**config.mk**
```make
export PLATFORM = sky130hd
export DESIGN_NAME = utf8_decoder_wide_units
export DESIGN_NICKNAME = d
export VERILOG_FILES = /design/src/hw/rtl/udw_pkg.sv /design/src/hw/rtl/udw_front.sv /design/src/hw/rtl/udw_queue.sv /design/src/hw/rtl/udw_back.sv /design/src/hw/rtl/utf8_decoder_wide_units.sv
export SDC_FILE = /design/constraint.sdc
export NUM_CORES = 1
export LEC_CHECK = 0
export BUFFER_PORTS_ARGS = -buffer_cell sky130_fd_sc_hd__clkbuf_2
export CAP_MARGIN = 15
export CORE_UTILIZATION = 50
export CTS_BUF_LIST = sky130_fd_sc_hd__clkbuf_4
export CTS_CLUSTER_SIZE = 40
export DETAILED_ROUTE_END_ITERATION = 6
export PLACE_DENSITY = 0.68
export SETUP_SLACK_MARGIN = 0.1
export SLEW_MARGIN = 25
export SYNTH_ARGS = -nofsm -noshare
export SYNTH_HDL_FRONTEND = slang
export SYNTH_SLANG_ARGS = --single-unit
```
**constraint.sdc**
```tcl
create_clock -name i_clk -period 4.19 [get_ports i_clk]
set_clock_uncertainty 0.15 [all_clocks]
set_input_delay 0.6285 -clock i_clk [delete_from_list [all_inputs] [get_ports i_clk]]
set_output_delay 0.6285 -clock i_clk [all_outputs]
set_load 0.03 [all_outputs]
```
**src/hw/rtl/udw_pkg.sv**
```systemverilog
// ----------------------------------------------------------------------------
// udw_pkg
// Shared types, constants and the lead byte classifier of the UTF-8 decoder.
// ----------------------------------------------------------------------------
package udw_pkg;

    // Field widths.
    localparam int unsigned BYTE_W = 8;
    localparam int unsigned CP_W   = 21;
    localparam int unsigned CP1_W  = 11;

    // Surrogate pair constants.
    localparam logic [CP_W-1:0] SUPP_BASE = 21'h10000;
    localparam logic [15:0]     HI_BASE   = 16'hD800;
    localparam logic [5:0]      LO_PREFIX = 6'b110111;

    // Lead byte classes; the value of a multi-byte class is its follow count.
    typedef enum logic [2:0] {
        LK_ASCII   = 3'd0,
        LK_NEED1   = 3'd1,
        LK_NEED2   = 3'd2,
        LK_NEED3   = 3'd3,
        LK_INVALID = 3'd4
    } t_lead_kind;

    // One queue entry: one or two code points caused by one input byte.
    // The second code point only comes from a truncated tail, so it is narrow.
    typedef struct packed {
        logic [CP_W-1:0]  cp0;
        logic             has_cp1;
        logic [CP1_W-1:0] cp1;
    } t_cp_entry;

    // Write side of the queue.
    typedef struct packed {
        logic      push;
        t_cp_entry entry;
    } t_q_wr;

    // Classify a byte met in lead position.
    function automatic t_lead_kind lead_kind(input logic [BYTE_W-1:0] c);
        t_lead_kind k;
        if (c[7] == 1'b0) begin
            k = LK_ASCII;
        end else if (c[7:5] == 3'b110) begin
            k = LK_NEED1;
        end else if (c[7:4] == 4'b1110) begin
            k = LK_NEED2;
        end else if (c[7:3] == 5'b11110) begin
            k = LK_NEED3;
        end else begin
            k = LK_INVALID;
        end
        return k;
    endfunction

endpackage

```
**src/hw/rtl/udw_front.sv**
```systemverilog
// ----------------------------------------------------------------------------
// udw_front
// Accepts stream bytes, tracks the pending sequence and pushes the decoded
// code points of each byte into the queue.
// ----------------------------------------------------------------------------
module udw_front (
    input  logic                        i_clk,
    input  logic                        i_rst_n,
    input  logic                        i_valid,
    input  logic [udw_pkg::BYTE_W-1:0]  i_byte_value,
    input  logic                        i_final_byte,
    input  logic                        i_queue_full,
    output logic                        o_stall,
    output udw_pkg::t_q_wr              o_q_wr
);

    // Pending sequence state.
    logic [udw_pkg::BYTE_W-1:0] r_lead, n_lead;
    logic [1:0]                 r_held, n_held;
    logic [1:0]                 r_needed, n_needed;
    logic [udw_pkg::BYTE_W-1:0] r_cont [2];

    logic                  accept;
    logic                  cont_we;
    logic                  complete;
    logic [4:0]            lead_bits;
    logic [2:0]            kind_bits;
    udw_pkg::t_lead_kind   b_kind;
    udw_pkg::t_lead_kind   c0_kind;
    logic [22:0]           cp_full;
    udw_pkg::t_q_wr        q_wr;

    assign o_stall = i_queue_full;
    assign accept  = i_valid && !i_queue_full;
    assign b_kind  = udw_pkg::lead_kind(i_byte_value);
    assign c0_kind = udw_pkg::lead_kind(r_cont[0]);
    assign kind_bits = 3'(b_kind);
    assign complete  = (({1'b0, r_held} + 3'd1) >= {1'b0, r_needed});

    // Payload bits of the held lead byte.
    always_comb begin
        case (r_needed)
            2'd1:    lead_bits = r_lead[4:0];
            2'd2:    lead_bits = {1'b0, r_lead[3:0]};
            default: lead_bits = {2'b00, r_lead[2:0]};
        endcase
    end

    // Assemble a completed code point from lead, held bytes and this byte.
    always_comb begin
        case (r_held)
            2'd0:    cp_full = {12'd0, lead_bits, i_byte_value[5:0]};
            2'd1:    cp_full = {6'd0, lead_bits, r_cont[0][5:0], i_byte_value[5:0]};
            default: cp_full = {lead_bits, r_cont[0][5:0], r_cont[1][5:0],
                                i_byte_value[5:0]};
        endcase
    end

    // Sequence tracking and queue entry generation.
    always_comb begin
        n_lead   = r_lead;
        n_held   = r_held;
        n_needed = r_needed;
        cont_we  = 1'b0;
        q_wr     = '0;
        if (accept) begin
            if (r_needed == 2'd0) begin
                if (b_kind == udw_pkg::LK_ASCII) begin
                    q_wr.push      = 1'b1;
                    q_wr.entry.cp0 = {13'd0, i_byte_value};
                end else if (b_kind != udw_pkg::LK_INVALID && !i_final_byte) begin
                    n_lead   = i_byte_value;
                    n_needed = kind_bits[1:0];
                    n_held   = 2'd0;
                end
            end else if (complete) begin
                q_wr.push      = 1'b1;
                q_wr.entry.cp0 = cp_full[udw_pkg::CP_W-1:0];
                n_lead   = '0;
                n_held   = 2'd0;
                n_needed = 2'd0;
            end else if (i_final_byte) begin
                // Truncated sequence: the held bytes are decoded as fresh leads.
                if (r_held == 2'd0) begin
                    if (b_kind == udw_pkg::LK_ASCII) begin
                        q_wr.push      = 1'b1;
                        q_wr.entry.cp0 = {13'd0, i_byte_value};
                    end
                end else if (c0_kind == udw_pkg::LK_ASCII) begin
                    q_wr.push      = 1'b1;
                    q_wr.entry.cp0 = {13'd0, r_cont[0]};
                    if (b_kind == udw_pkg::LK_ASCII) begin
                        q_wr.entry.has_cp1 = 1'b1;
                        q_wr.entry.cp1     = {3'd0, i_byte_value};
                    end
                end else if (c0_kind == udw_pkg::LK_NEED1) begin
                    q_wr.push      = 1'b1;
                    q_wr.entry.cp0 = {10'd0, r_cont[0][4:0], i_byte_value[5:0]};
                end else if (b_kind == udw_pkg::LK_ASCII) begin
                    q_wr.push      = 1'b1;
                    q_wr.entry.cp0 = {13'd0, i_byte_value};
                end
            end else begin
                cont_we = 1'b1;
                n_held  = r_held + 2'd1;
            end
            // The end of a string leaves nothing pending.
            if (i_final_byte) begin
                n_lead   = '0;
                n_held   = 2'd0;
                n_needed = 2'd0;
            end
        end
    end

    assign o_q_wr = q_wr;

    // Control state.
    always_ff @(posedge i_clk) begin
        if (!i_rst_n) begin
            r_lead   <= '0;
            r_held   <= 2'd0;
            r_needed <= 2'd0;
        end else begin
            r_lead   <= n_lead;
            r_held   <= n_held;
            r_needed <= n_needed;
        end
    end

    // Held following bytes.
    always_ff @(posedge i_clk) begin
        if (cont_we) begin
            r_cont[r_held[0]] <= i_byte_value;
        end
    end

endmodule

```
**src/hw/rtl/udw_queue.sv**
```systemverilog
// ----------------------------------------------------------------------------
// udw_queue
// Two-entry queue of decoded code points between the front and back parts.
// ----------------------------------------------------------------------------
module udw_queue (
    input  logic               i_clk,
    input  logic               i_rst_n,
    input  udw_pkg::t_q_wr     i_q_wr,
    input  logic               i_pop,
    output logic               o_full,
    output logic               o_nonempty,
    output udw_pkg::t_cp_entry o_head
);

    udw_pkg::t_cp_entry r_mem [2];
    logic               r_wr_ptr;
    logic               r_rd_ptr;
    logic [1:0]         r_count, n_count;

    assign o_full     = (r_count == 2'd2);
    assign o_nonempty = (r_count != 2'd0);
    assign o_head     = r_mem[r_rd_ptr];

    // Occupancy follows pushes and pops.
    always_comb begin
        n_count = r_count;
        if (i_q_wr.push && !i_pop) begin
            n_count = r_count + 2'd1;
        end else if (!i_q_wr.push && i_pop) begin
            n_count = r_count - 2'd1;
        end
    end

    // Pointers and count.
    always_ff @(posedge i_clk) begin
        if (!i_rst_n) begin
            r_wr_ptr <= 1'b0;
            r_rd_ptr <= 1'b0;
            r_count  <= 2'd0;
        end else begin
            if (i_q_wr.push) begin
                r_wr_ptr <= !r_wr_ptr;
            end
            if (i_pop) begin
                r_rd_ptr <= !r_rd_ptr;
            end
            r_count <= n_count;
        end
    end

    // Entry storage.
    always_ff @(posedge i_clk) begin
        if (i_q_wr.push) begin
            r_mem[r_wr_ptr] <= i_q_wr.entry;
        end
    end

endmodule

```
**src/hw/rtl/udw_back.sv**
```systemverilog
// ----------------------------------------------------------------------------
// udw_back
// Expands queued code points into output units, splitting supplementary
// code points into surrogate pairs in UTF-16 mode, and holds the output word.
// ----------------------------------------------------------------------------
module udw_back (
    input  logic                      i_clk,
    input  logic                      i_rst_n,
    input  logic                      i_utf16_mode,
    input  logic                      i_nonempty,
    input  udw_pkg::t_cp_entry        i_head,
    input  logic                      i_stall,
    output logic                      o_pop,
    output logic                      o_valid,
    output logic [udw_pkg::CP_W-1:0]  o_code_unit,
    output logic                      o_run_end
);

    logic                     r_phase, n_phase;
    logic                     r_valid;
    logic [udw_pkg::CP_W-1:0] r_code_unit;
    logic                     r_run_end;

    logic                     split;
    logic                     load;
    logic                     last;
    logic [udw_pkg::CP_W-1:0] v;
    logic [udw_pkg::CP_W-1:0] hi_unit;
    logic [udw_pkg::CP_W-1:0] lo_unit;
    logic [udw_pkg::CP_W-1:0] unit;

    // Surrogate pair arithmetic.
    assign split   = i_utf16_mode && (i_head.cp0 >= udw_pkg::SUPP_BASE);
    assign v       = i_head.cp0 - udw_pkg::SUPP_BASE;
    assign hi_unit = {5'd0, udw_pkg::HI_BASE + {5'd0, v[20:10]}};
    assign lo_unit = {5'd0, udw_pkg::LO_PREFIX, v[9:0]};

    // Pick the unit for the current phase of the head entry.
    always_comb begin
        if (!r_phase) begin
            unit = split ? hi_unit : i_head.cp0;
            last = !split && !i_head.has_cp1;
        end else begin
            unit = split ? lo_unit : {10'd0, i_head.cp1};
            last = 1'b1;
        end
    end

    assign load    = i_nonempty && (!r_valid || !i_stall);
    assign o_pop   = load && last;
    assign n_phase = load ? !last : r_phase;

    // Control state.
    always_ff @(posedge i_clk) begin
        if (!i_rst_n) begin
            r_phase <= 1'b0;
            r_valid <= 1'b0;
        end else begin
            r_phase <= n_phase;
            if (load) begin
                r_valid <= 1'b1;
            end else if (!i_stall) begin
                r_valid <= 1'b0;
            end
        end
    end

    // Output word.
    always_ff @(posedge i_clk) begin
        if (load) begin
            r_code_unit <= unit;
            r_run_end   <= last;
        end
    end

    assign o_valid     = r_valid;
    assign o_code_unit = r_code_unit;
    assign o_run_end   = r_run_end;

endmodule

```
**src/hw/rtl/utf8_decoder_wide_units.sv**
```systemverilog
// ----------------------------------------------------------------------------
// utf8_decoder_wide_units
// Streaming UTF-8 decoder that emits code points or UTF-16 units.
// ----------------------------------------------------------------------------
// Input channel: one byte of the UTF-8 stream per word (i_byte_value), with
// i_final_byte set on the last byte of a string. A word is taken at a clock
// edge where i_valid is high and o_stall is low.
// Output channel: one code point, or one UTF-16 unit when utf16_mode is set,
// per word; o_run_end marks the last unit caused by one input byte. The
// receiver holds i_stall high to keep the current word in place.
// Configuration: a write on i_cfg_valid (o_cfg_ready is always high) sets
// utf16_mode from i_cfg_data. Write it only while the block is idle.
// A unit is registered in the queue and then in the output word.
// Throughput: one byte per cycle while o_stall is low. A byte that yields two
// units (a surrogate pair or a truncated tail) occupies the output with both;
// a two-entry queue absorbs this, and o_stall rises only when it is full.
// Reset (synchronous, i_rst_n low) clears the pending sequence, the queue,
// the output valid flag and the mode register; no clearing pass is needed.
// ----------------------------------------------------------------------------
module utf8_decoder_wide_units (
    input  logic                        i_clk,
    input  logic                        i_rst_n,
    input  logic                        i_valid,
    output logic                        o_stall,
    input  logic [udw_pkg::BYTE_W-1:0]  i_byte_value,
    input  logic                        i_final_byte,
    output logic                        o_valid,
    input  logic                        i_stall,
    output logic [udw_pkg::CP_W-1:0]    o_code_unit,
    output logic                        o_run_end,
    input  logic                        i_cfg_valid,
    output logic                        o_cfg_ready,
    input  logic                        i_cfg_data
);

    logic               r_utf16_mode;
    logic               queue_full;
    logic               queue_nonempty;
    logic               pop;
    udw_pkg::t_q_wr     q_wr;
    udw_pkg::t_cp_entry head;

    // Mode register.
    assign o_cfg_ready = 1'b1;

    always_ff @(posedge i_clk) begin
        if (!i_rst_n) begin
            r_utf16_mode <= 1'b0;
        end else if (i_cfg_valid && o_cfg_ready) begin
            r_utf16_mode <= i_cfg_data;
        end
    end

    // Byte intake and sequence tracking.
    udw_front u_front (
        .i_clk        (i_clk),
        .i_rst_n      (i_rst_n),
        .i_valid      (i_valid),
        .i_byte_value (i_byte_value),
        .i_final_byte (i_final_byte),
        .i_queue_full (queue_full),
        .o_stall      (o_stall),
        .o_q_wr       (q_wr)
    );

    // Decoupling queue.
    udw_queue u_queue (
        .i_clk      (i_clk),
        .i_rst_n    (i_rst_n),
        .i_q_wr     (q_wr),
        .i_pop      (pop),
        .o_full     (queue_full),
        .o_nonempty (queue_nonempty),
        .o_head     (head)
    );

    // Unit expansion and output word.
    udw_back u_back (
        .i_clk        (i_clk),
        .i_rst_n      (i_rst_n),
        .i_utf16_mode (r_utf16_mode),
        .i_nonempty   (queue_nonempty),
        .i_head       (head),
        .i_stall      (i_stall),
        .o_pop        (pop),
        .o_valid      (o_valid),
        .o_code_unit  (o_code_unit),
        .o_run_end    (o_run_end)
    );

endmodule

```
Word-level counts from Yosys, hierarchy flattened
Memories as Yosys holds them, arrays and structs flattened. A register that Yosys moved wholly into a read port is not among the register bits.
Index checks and enable logic that the tools add are counted.
{"block": "classes", "n_bitwise": 0, "shift": 0, "n_reduce_logical": 29, "div": 0, "n_eq_ne": 15, "n_lt_le_gt_ge": 2, "n_addsub": 6, "multipliers": 0, "muxes": 56}
{"op": "22-bit 2-to-1 mux", "n": 6}
{"op": "34-bit 2-to-1 mux", "n": 2}
{"op": "12-bit 2-to-1 mux", "n": 5}
{"op": "21-bit 2-to-1 mux", "n": 2}
{"op": "21-bit case mux with 2 select lines", "n": 1}
{"op": "5-bit 2-to-1 mux", "n": 5}
{"op": "2-bit 2-to-1 mux", "n": 12}
{"op": "3-bit 2-to-1 mux", "n": 8}
{"op": "21-bit by 17-bit >= comparator with 1-bit output, second input constant", "n": 1}
{"op": "21-bit by 17-bit subtractor with 21-bit output, second input constant", "n": 1}
{"op": "15-bit by 12-bit adder with 16-bit output, first input constant", "n": 1}
{"op": "16-bit 2-to-1 mux", "n": 1}
{"op": "1-bit 2-to-1 mux", "n": 13}
{"op": "1-bit logical NOT", "n": 11}
{"op": "5-bit == test, second input constant", "n": 2}
{"op": "5-bit case mux with 2 select lines", "n": 1}
{"op": "3-bit inequality test, second input constant", "n": 3}
{"op": "4-bit == test, second input constant", "n": 2}
{"op": "1-bit logical AND", "n": 8}
{"op": "3-bit == test, second input constant", "n": 2}
{"op": "3-bit logical NOT", "n": 2}
{"op": "2-bit by 1-bit adder with 2-bit output, second input constant", "n": 2}
{"op": "2-bit by 1-bit == test with 1-bit output, second input constant", "n": 2}
{"op": "2-bit == test, second input constant", "n": 2}
{"op": "11 further kinds", "n": 13}
{"block": "word_totals", "out_inout_bits": 25, "ram_bits": 82, "n_memories": 2, "latchBits": 0, "word_cells": 121, "register_bits": 38, "inputBits": 15, "rom_bits": 0}
{"memory": "u_queue.r_mem", "depth": 2, "word_bits": 33, "rd": 1, "rd_clocked_by_memory_dff": 1, "wr": 1, "line_no": "udw_queue.sv:15", "source": "udw_pkg::t_cp_entry r_mem [2];"}
{"memory": "u_front.r_cont", "depth": 2, "word_bits": 8, "rd": 2, "rd_clocked_by_memory_dff": 0, "wr": 1, "line_no": "udw_front.sv:21", "source": "logic [udw_pkg::BYTE_W-1:0] r_cont [2];"}

Longest topological paths before layout
{"block": "depth", "ltp_word": 18, "mapped_depth": 16, "ltp_nobuf": 12}

By module
A second synthesis with hierarchy kept.
{"block": "unflattened", "hier_cells": 443, "hier_area_um2": 5780.5}
{"module": "udw_queue", "seq_area_each_um2": 2082.0, "cells_per_inst": 125, "area_per_inst_um2": 2602.5, "n_inst": 1}
{"module": "udw_front", "seq_area_each_um2": 600.6, "cells_per_inst": 207, "area_per_inst_um2": 1783.0, "n_inst": 1}
{"module": "udw_back", "seq_area_each_um2": 700.7, "cells_per_inst": 106, "area_per_inst_um2": 1347.5, "n_inst": 1}
{"module": "utf8_decoder_wide_units", "seq_area_each_um2": 20.0, "cells_per_inst": 5, "area_per_inst_um2": 47.5, "n_inst": 1}

Worst setup path before layout
Ideal clock, no wire load.
{"block": "synth_timing", "kind": "input -> register", "startpoint": "in i_stall", "endpoint": "reg u_queue.r_count[1]", "t_arrival_ps": 3243, "n_path_buf": 0, "cell_stages": 7, "path_slack_ps": 721, "setup_time_ps": 76, "path_cell_list": "a21oi_1 -> o21ai_0 -> o21ba_4 -> inv_1 -> ha_1 -> or3_1 -> a21boi_0"}
{"block": "synth_via", "elab_chain_len": 7, "elab_cells_between_ends": 9}
{"element": "start: declaration", "line_no": "utf8_decoder_wide_units.sv:28", "source": "input logic i_stall,"}
{"element": "1-bit logical NOT (*)", "line_no": "udw_back.sv:49", "source": "assign load = i_nonempty && (!r_valid || !i_stall);"}
{"element": "1-bit logical OR (*)", "line_no": "udw_back.sv:49"}
{"element": "1-bit logical AND (*)", "line_no": "udw_back.sv:49"}
{"element": "1-bit logical AND (*)", "line_no": "udw_back.sv:50", "source": "assign o_pop = load && last;"}
{"element": "1-bit logical NOT", "line_no": "udw_queue.sv:27", "source": "if (i_q_wr.push && !i_pop) begin"}
{"element": "1-bit logical AND", "line_no": "udw_queue.sv:27"}
{"element": "2-bit 2-to-1 mux or 2-bit nonzero test (tied branches)"}
{"element": "end signal: assignment", "line_no": "udw_queue.sv:47", "source": "r_count <= n_count;"}
{"element": "end: declaration", "line_no": "udw_queue.sv:18", "source": "logic [1:0] r_count, n_count;"}
Every way passes the cells marked *; elsewhere a longest branch is shown, timed or not.
A chain may end at the register's enable or synchronous reset.

==> flow_summary.json <==
{
  "post-cts-setup-buffers": 0,
  "yosys-top-cells-area": "edfxtp_1 53%, mux2i_1 8.8%, dfxtp_1 6.2%",
  "ys_seq_area_frac": 0.5887,
  "synth-seq-cells": 113,
  "die_height_microns": 106.6,
  "ys_warn_count": 0,
  "gp_congestion": 0.9233,
  "htreeDepth": 4,
  "grt_max_degree": 34,
  "initial_core_util": 0.5233,
  "slowest_stage": "dfxtp_2",
  "tns_ps": 0,
  "worstPathCellList": "buf_4 > nor3b_1 > o21ai_0 > nor4_2 > a31oi_4 > o21ba_4 > inv_1 > ha_1 > or3_1 > a21boi_0",
  "fin_nets": 506,
  "finalNonFillerCells": 628,
  "synth_top_area_frac": 0.5265,
  "period_needed_ps": 3171,
  "wl_per_cell_microns": 18.16,
  "fin_crit_sh": 0.7567,
  "vias": 3551,
  "first_global_vias": 3452,
  "avgSynthCellArea_sq_um": 12.59,
  "synth_edf_count": 96,
  "viasPerCell": 5.654,
  "dieArea_sq_um": 11370,
  "rows": 37,
  "area_delta_synth_final_pct": 10.53,
  "cp_top_family": "simple AND/OR/NAND/NOR gates",
  "dp_hpwl_mm": 8.429,
  "cts_tree": "done",
  "finalPower_mw": 3.340,
  "final-max-slew-violation-count": 0,
  "antenna_found_initial": 1,
  "ctsResizeCount": 0,
  "worst_pin_slew_ps": 805.4,
  "yosysUniqueCellTypes": 56,
  "top_layer_used": "met4",
  "power_leakage_nw": 2.180,
  "grt-ovfl-total": 0,
  "outcome": "finished, final reports clean",
  "path_buf_inv": 2,
  "insertion_delay_ps": 500,
  "cts_sinks": 113,
  "wl_met1_mm": 4.965,
  "postSynthCellCount": 435,
  "hold_buffers": 0,
  "drt-total-wl_mm": 11.41,
  "cp_data_required_time_ps": 4460,
  "grt_pass1_wl_mm": 17.90,
  "gr-usage-all-layers": 0.2164,
  "ys_async_sr_fraction": 0,
  "crit_arrival_ps": 3440,
  "critPathMaxFanout": 33,
  "yosysTopAreaCell": "edfxtp_1",
  "endpoint_kind": "flip-flop",
  "io_buffers": 38,
  "cts_buffers": 17,
  "fmax_ghz": 0.3154,
  "drtIter0Drc": 153,
  "crit_path_max_incr_delay_ps": 520,
  "synth_area_sq_um": 5475,
  "ir_drop_mv": 0.2677,
  "cts_root_buf": "clkbuf_4",
  "drt-pass1-iter-count": 4,
  "drive_gt1_frac": 0.1914,
  "ant_nets": 0,
  "finalSetupViolCount": 0,
  "ys.flop_type": "edfxtp_1",
  "die_w_microns": 106.6,
  "path_class": "flip-flop to flip-flop",
  "rsz0062_at_grt": "false",
  "met2WireLength_mm": 5.703,
  "core_sq_um": 10460,
  "wl_met3_microns": 502,
  "io_pins": 40,
  "clockBufferDepth": 2,
  "maxCapViolations": 0,
  "finalHoldViolCount": 0,
  "slew_headroom": 0.4581,
  "powerDensity_nw_per_um2": 551.9,
  "hold_class": "input pin to flip-flop",
  "route.detailed.drc": 0,
  "post-place-cells": 597,
  "clkSlewWorstSetupHoldPaths_ps": 90,
  "cp-start-kind": "flip-flop"
}
## stage by stage
step / cell area (sq um) / hold slack (ps) / util / setup slack (ps)
2_1_floorplan: 5479 / 301.6 / - / 721.2
3_3_place_gp: 5776 / 314.8 / 0.5520 / 1132
3_5_place_dp: 5776 / 331.7 / 0.5520 / 1036
4_1_cts: 6050 / 220.0 / 0.5782 / 1007
5_1_grt: 6052 / 205.6 / 0.5785 / 741.1
6_report: 6052 / 258.4 / 0.5785 / 1019
## final cells by class
| class | instances | area, sq um |
|---|---|---|
| timing repair buffer | 44 | 235.2 |
| inverter | 12 | 45.04 |
| tap | 136 | 170.2 |
| multi-input combinational | 292 | 2101 |
| clock inverter | 9 | 116.4 |
| sequential | 113 | 3224 |
| fill | 923 | 4410 |
| clock buffer | 21 | 157.7 |
| antenna | 1 | 2.502 |
## worst paths after layout
| check | to | cells after the start | slack [ps] | start |
|---|---|---|---|---|
| setup / recovery | u_queue.r_count[1] | 10 | 1020 | flip-flop |
| hold / removal | r_utf16_mode | 3 | 260 | i_cfg_data |
| setup reg to reg | u_queue.r_count[1] | 10 | 1020 | flip-flop |
| hold reg to reg | flip-flop | 2 | 360 | u_queue.r_rd_ptr |
## registers in the layout (all words and copies together), names as in the netlist, 2 cells and up, named ones only
name,flops
u_queue.r_mem,60
u_back.o_code_unit,21
u_front.r_cont,14
u_front.r_lead,5
u_front.r_held,2
u_front.r_needed,2
u_queue.r_count,2
## metal layers
metal  up-vias  GRT usage
met2       106     0.3668
met1      1696     0.2641
li1       1731          -
met3        18    0.05228
met4         0    0.09100
met5         -          0
## logic make-up after synthesis
logic type | count (synthesis) | share of synthesized area
other | 2 | 0.001372
AO/OA/AOI/OAI | 95 | 0.1154
buffers and inverters | 31 | 0.03062
XOR/XNOR | 5 | 0.008000
AND/OR/NAND/NOR | 119 | 0.1170
multiplexers | 59 | 0.1124
flip-flops | 113 | 0.5887
adder cells (fa/ha/maj) | 11 | 0.02651
## synth_stat cells, types with 2 or more instances
master / number
a21boi_0: 9
a21oi_1: 20
a22oi_1: 19
and2_1: 14
and3_1: 4
buf_2: 3
buf_6: 3
clkbuf_1: 10
conb_1: 2
dfxtp_1: 17
edfxtp_1: 96
ha_1: 10
inv_1: 12
mux2_2: 10
mux2i_1: 48
nand2_1: 20
nand2b_1: 4
nand3_1: 10
nand3b_1: 2
nor2_1: 27
nor2b_1: 7
nor3_1: 12
nor3_2: 2
nor3b_1: 2
nor4_1: 7
o2111ai_1: 2
o21a_1: 3
o21ai_0: 23
o22ai_1: 5
o31a_1: 2
or2_1: 2
xnor2_1: 2
xor2_1: 3
## report_power, final
group / switching (mW) / total [mW] / internal (mW) / leakage (nW)
combinational: 0.649 / 1.01 / 0.360 / 0.974
sequential: 0.0822 / 1.54 / 1.46 / 1.05
clock: 0.363 / 0.789 / 0.426 / 0.155
## cell usage in the layout (no fill, tap or decap), types with 3 or more instances in the layout
cell,n
edfxtp_1,96
dfxtp_1,16
o21ai_0,23
mux2_2,10
xor2_1,3
clkinv_2,3
nand2b_1,4
nor3_1,12
clkinv_1,3
bufinv_16,3
mux2i_1,48
conb_1,3
clkbuf_2,38
and3_1,4
a21boi_0,9
a21oi_1,19
ha_1,10
a22oi_1,19
buf_4,6
and2_1,14
nand2_1,20
nor2_1,27
o22ai_1,5
inv_1,12
nor2b_1,7
o21a_1,3
nor4_1,7
clkbuf_4,21
nand3_1,10
## worst reg2reg max path, delay by kind of cell (launching register included)
kind	cells	cell delay (ps)
buf+inv	2	530
simple gates	3	980
fa+ha+maj	1	250
flops	1	520
compound gates	4	680
(Power assumes the default switching activity.)
